--- config.mk ---
export PLATFORM = sky130hd
export DESIGN_NAME = pcd_isqrt
export DESIGN_NICKNAME = d
export VERILOG_FILES = /design/src/hdl/pcd_isqrt.sv
export SDC_FILE = /design/constraint.sdc
export NUM_CORES = 2
export LEC_CHECK = 0
export BUFFER_PORTS_ARGS = -buffer_cell sky130_fd_sc_hd__buf_2
export CORE_MARGIN = 10
export CORE_UTILIZATION = 60
export DETAILED_ROUTE_END_ITERATION = 10
export GPL_ROUTABILITY_DRIVEN = 0
export PLACE_DENSITY = 0.83
export SETUP_SLACK_MARGIN = 0.2
export SLEW_MARGIN = 20
export SYNTH_ARGS = -nofsm -noshare
export SYNTH_HDL_FRONTEND = slang
export SYNTH_SLANG_ARGS = --single-unit
--- constraint.sdc ---
create_clock -name clk -period 5.8 [get_ports clk]
set_input_delay 0.29 -clock clk [delete_from_list [all_inputs] [get_ports clk]]
set_output_delay 0.29 -clock clk [all_outputs]
set_load 0.01 [all_outputs]
--- src/hdl/pcd_isqrt.sv ---
// Pipelined integer square root, one result bit per stage.
// Standalone; a sideband word travels alongside each radicand.
`default_nettype none
module pcd_isqrt #(
  parameter int NW = 64,
  parameter int SW = 1
) (
  input  logic            clk,
  input  logic            rst,
  input  logic            in_valid,
  input  logic [NW-1:0]   radicand,
  input  logic [SW-1:0]   side_in,
  output logic            out_valid,
  output logic [NW/2-1:0] root,
  output logic [SW-1:0]   side_out
);

  localparam int RW = NW / 2;

  logic          vld_q  [RW];
  logic [NW-1:0] rem_q  [RW];
  logic [RW-1:0] root_q [RW];
  logic [SW-1:0] side_q [RW];

  for (genvar g = 0; g < RW; g++) begin : g_stage
    localparam int B = RW - 1 - g;
    logic          v_i;
    logic [NW-1:0] rem_i;
    logic [RW-1:0] root_i;
    logic [SW-1:0] side_i;
    logic [NW:0]   trial;
    logic          take;

    if (g == 0) begin : g_first
      assign v_i    = in_valid;
      assign rem_i  = radicand;
      assign root_i = '0;
      assign side_i = side_in;
    end else begin : g_next
      assign v_i    = vld_q[g-1];
      assign rem_i  = rem_q[g-1];
      assign root_i = root_q[g-1];
      assign side_i = side_q[g-1];
    end

    // (r + 2^B)^2 - r^2 = r*2^(B+1) + 2^(2B)
    assign trial = ((NW+1)'(root_i) << (B + 1)) + ((NW+1)'(1) << (2 * B));
    assign take  = ((NW+1)'(rem_i) >= trial);

    always_ff @(posedge clk) begin
      if (rst) begin
        vld_q[g] <= 1'b0;
      end else begin
        vld_q[g] <= v_i;
      end
    end

    always_ff @(posedge clk) begin
      rem_q[g]  <= take ? (rem_i - trial[NW-1:0]) : rem_i;
      root_q[g] <= take ? (root_i | (RW'(1) << B)) : root_i;
      side_q[g] <= side_i;
    end
  end

  assign out_valid = vld_q[RW-1];
  assign root      = root_q[RW-1];
  assign side_out  = side_q[RW-1];

endmodule
`default_nettype wire

==> flow_summary.json <==
{
  "outcome": "finished clean",
  "crit_path_max_fanout": 53,
  "cts_sinks": 2576,
  "drive_gt1_frac": 0.0694,
  "peakVddDrop_uv": 439,
  "critPathCaptureType": "flip-flop",
  "grt_pass1_wl_um": 405000,
  "htree_num_levels": 4,
  "hp-class": "input pin to flip-flop",
  "seqCellArea_sq_um": 51600,
  "p_leak_uw": 0.0496,
  "antenna_found_initial": 19,
  "reg2reg_to": "rem_q[3][190]",
  "synth_edf_count": 0,
  "die_w_um": 423,
  "startpoint_type": "flip-flop",
  "via_per_inst": 6.09,
  "cts_buffer_depth": 3,
  "wl_per_cell_um": 21.1,
  "portBuffers": 101,
  "synth_cells": 9780,
  "post_synth.cell_area_avg_sq_um": 9.95,
  "initial_core_util": 0.605,
  "cts_buffers": 235,
  "worstMarginPinSlew_ns": 1.26,
  "relSlewSlack": 0.154,
  "multi_input_area_sq_um": 42500,
  "cts_root_buf": "clkbuf_16",
  "finalPower_uw": 56100,
  "timing.fmax_mhz": 221,
  "grt_max_degree": 54,
  "synth_cell_type_count": 98,
  "clkTransAtPathRegs_ns": 0.08,
  "worstHoldStart": "radicand[36]",
  "drv_cap": 0,
  "clkLatencyLatePin_ns": 0.90,
  "finalSetupViolCount": 0,
  "track_usage": 0.277,
  "syn-cell-area_sq_um": 97400,
  "drt_iter0_markers": 8306,
  "nNetsFinal": 10700,
  "endpoint": "rem_q[3][190]",
  "first_pass_iters": 8,
  "reg2reg_from": "rem_q[3][110]",
  "r2r_cells": 11,
  "die_area_sq_um": 179000,
  "finClkSkew_ns": 0.0968,
  "core-area_sq_um": 161000,
  "vias": 75500,
  "cp.required_ns": 6.56,
  "grt_pass1_vias": 75000,
  "globalRoute.totalOverflow": 0,
  "crit_type": "flip-flop to flip-flop",
  "drcViolationCount": 0,
  "die_h_um": 423,
  "rsz0062_at_grt": "no",
  "area_growth_pct": 12.5,
  "drtAntennaViolNets": 0,
  "r2r_slack_ns": 1.28,
  "post-route-period-util": 0.780,
  "crit_start": "rem_q[3][110]",
  "slew_violations": 0,
  "finalNonFillerCells": 12400,
  "fillerInstances": 10900,
  "yosys_register_bits": 2576,
  "yosysWarnings": 0,
  "dp_hpwl_um": 180000,
  "hold_ws_ns": 0.0180,
  "cp_data_arrival_time_ns": 5.28,
  "cts_tree": "yes",
  "syn-num-nets": 10400,
  "cts_setup_buffers": 0,
  "setup_tns_ns": 0,
  "totalWireLength_um": 262000,
  "fin_crit_ns": 4.52,
  "power_density_nw_per_um2": 512,
  "dpl.cell_count": 11900,
  "hold_viol_final": 0,
  "async_flop_share": 0,
  "ys.flop_type": "dfxtp_1",
  "ios": 102,
  "hold_depth": 2,
  "yosysSeqAreaShare": 0.530,
  "std_cell_rows": 147
}
-- Yosys cell counts (all sizes together), types with 9 or more instances --
library cell / instances / area share
a211o: 27 / 0.0024
a21o: 204 / 0.016
o2111ai: 14 / 0.0013
nor4b: 54 / 0.0049
a21boi: 30 / 0.0023
mux2i: 10 / 0.0010
and3: 46 / 0.0030
a21oi: 623 / 0.032
nand2b: 119 / 0.0076
or2: 46 / 0.0030
ha: 558 / 0.072
dfxtp: 2576 / 0.53
and2: 33 / 0.0021
nand3b: 43 / 0.0033
o21bai: 48 / 0.0037
nand3: 194 / 0.010
or4: 63 / 0.0050
inv: 700 / 0.027
a2111oi: 21 / 0.0021
nand4b: 42 / 0.0038
a31o: 12 / 0.0011
xnor2: 513 / 0.046
xor2: 361 / 0.032
nor4: 342 / 0.022
nor3b: 30 / 0.0024
nand2: 629 / 0.024
or3: 84 / 0.0054
o31ai: 53 / 0.0041
or4b: 11 / 0.0012
nand4: 174 / 0.011
o21a: 107 / 0.0083
clkbuf: 141 / 0.0054
nor3: 254 / 0.013
o41ai: 13 / 0.0012
nor2b: 104 / 0.0067
o21ai: 418 / 0.021
and4: 17 / 0.0015
a211oi: 55 / 0.0042
nor2: 668 / 0.026
o211ai: 39 / 0.0030
a31oi: 43 / 0.0028
buf: 46 / 0.0025
o31a: 15 / 0.0013
mux2: 66 / 0.0076
a221oi: 9 / 0.00081
-- metrics by stage --
| step | setup slack [ns] | cell area, sq um | util |
|---|---|---|---|
| global route | 1.09 | 109000 | 0.680 |
| finish | 1.28 | 109000 | 0.680 |
| floorplan | 2.71 | 97400 | - |
| global placement | 1.72 | 100000 | 0.621 |
| detailed placement | 1.57 | 100000 | 0.621 |
| CTS | 1.41 | 109000 | 0.680 |
-- area by class of cell --
type | instances | area share
Multi-Input combinational cell | 6317 | 0.388
Inverter | 700 | 0.0240
Antenna cell | 5 | 0.000114
Tap cell | 2160 | 0.0247
Sequential cell | 2576 | 0.471
Clock inverter | 130 | 0.0184
Timing Repair Buffer | 201 | 0.0133
Clock buffer | 310 | 0.0603
-- sequential cells by signal, summed over array words and instances, names as in the netlist --
register	count
side_q	32
root_q	528
vld_q	32
rem_q	1984
-- metal layers --
metal,vias to the layer above,global-route usage,wire length [um]
met1,35900,0.322,98900
met3,1086,0.0668,23300
met5,-,0,96
met4,14,0.140,14500
li1,34700,-,-
met2,3820,0.474,125000
-- report_power, final --
group	internal [uW]	total [uW]	leakage, uW	switching, uW
combinational	5960	14000	0.0238	8020
clock	9820	16900	0.00419	7060
sequential	21600	25200	0.0216	3590
-- critical path: stages (launching register included) --
cell and delay (ns):
dfxtp_1 0.35, nor4_1 0.58, nand2_1 0.33, nor4_1 0.76, a2111oi_0 0.31, and4_1 0.29, buf_4 0.29, inv_2 0.28
nand2b_1 0.27, a211o_1 0.44, nor4_1 0.36, xor2_1 0.17
-- placed cells by master, fill, tap and decap left out, types with 84 or more instances in the layout --
cell,netlist,routed
a21o_1,204,204
a21oi_1,623,622
buf_2,24,101
clkbuf_16,0,236
dfxtp_1,2576,2576
ha_1,558,558
inv_1,692,692
nand2_1,628,628
nand2b_1,119,119
nand3_1,194,194
nand4_1,174,174
nor2_1,667,666
nor2b_1,104,104
nor3_1,252,251
nor4_1,339,333
o21a_1,107,107
o21ai_0,412,412
or3_1,84,84
xnor2_1,513,513
xor2_1,361,361
-- repair_timing --
action                                 4_1_cts  5_1_grt
hold buffers                                79        2
endpoints found under the hold margin       98        2
resized for setup                            0        0
-- cell families (layout without fill, tap and decap cells) --
group | count (synthesis) | count (layout) | share of synthesized area
other | 0 | 5 | 0
muxes | 76 | 76 | 0.00866
AOI/OAI and AO/OA | 1828 | 1828 | 0.117
buffers and inverters | 887 | 1341 | 0.0349
adders and majority gates | 558 | 558 | 0.0717
DFF | 2576 | 2576 | 0.530
and+or+nand+nor | 2981 | 2981 | 0.159
xor gates and xnor gates | 874 | 874 | 0.0786
-- worst min path at each step --
| stage | endpoint |
|---|---|
| after floorplan | side_q[0][1] |
| after global placement | side_q[1][0] |
| after detailed placement | side_q[1][0] |
| after CTS | rem_q[0][58] |
| after global routing | rem_q[0][3] |
| final | rem_q[0][36] |
No activity file was read; power rests on OpenSTA's default activity.
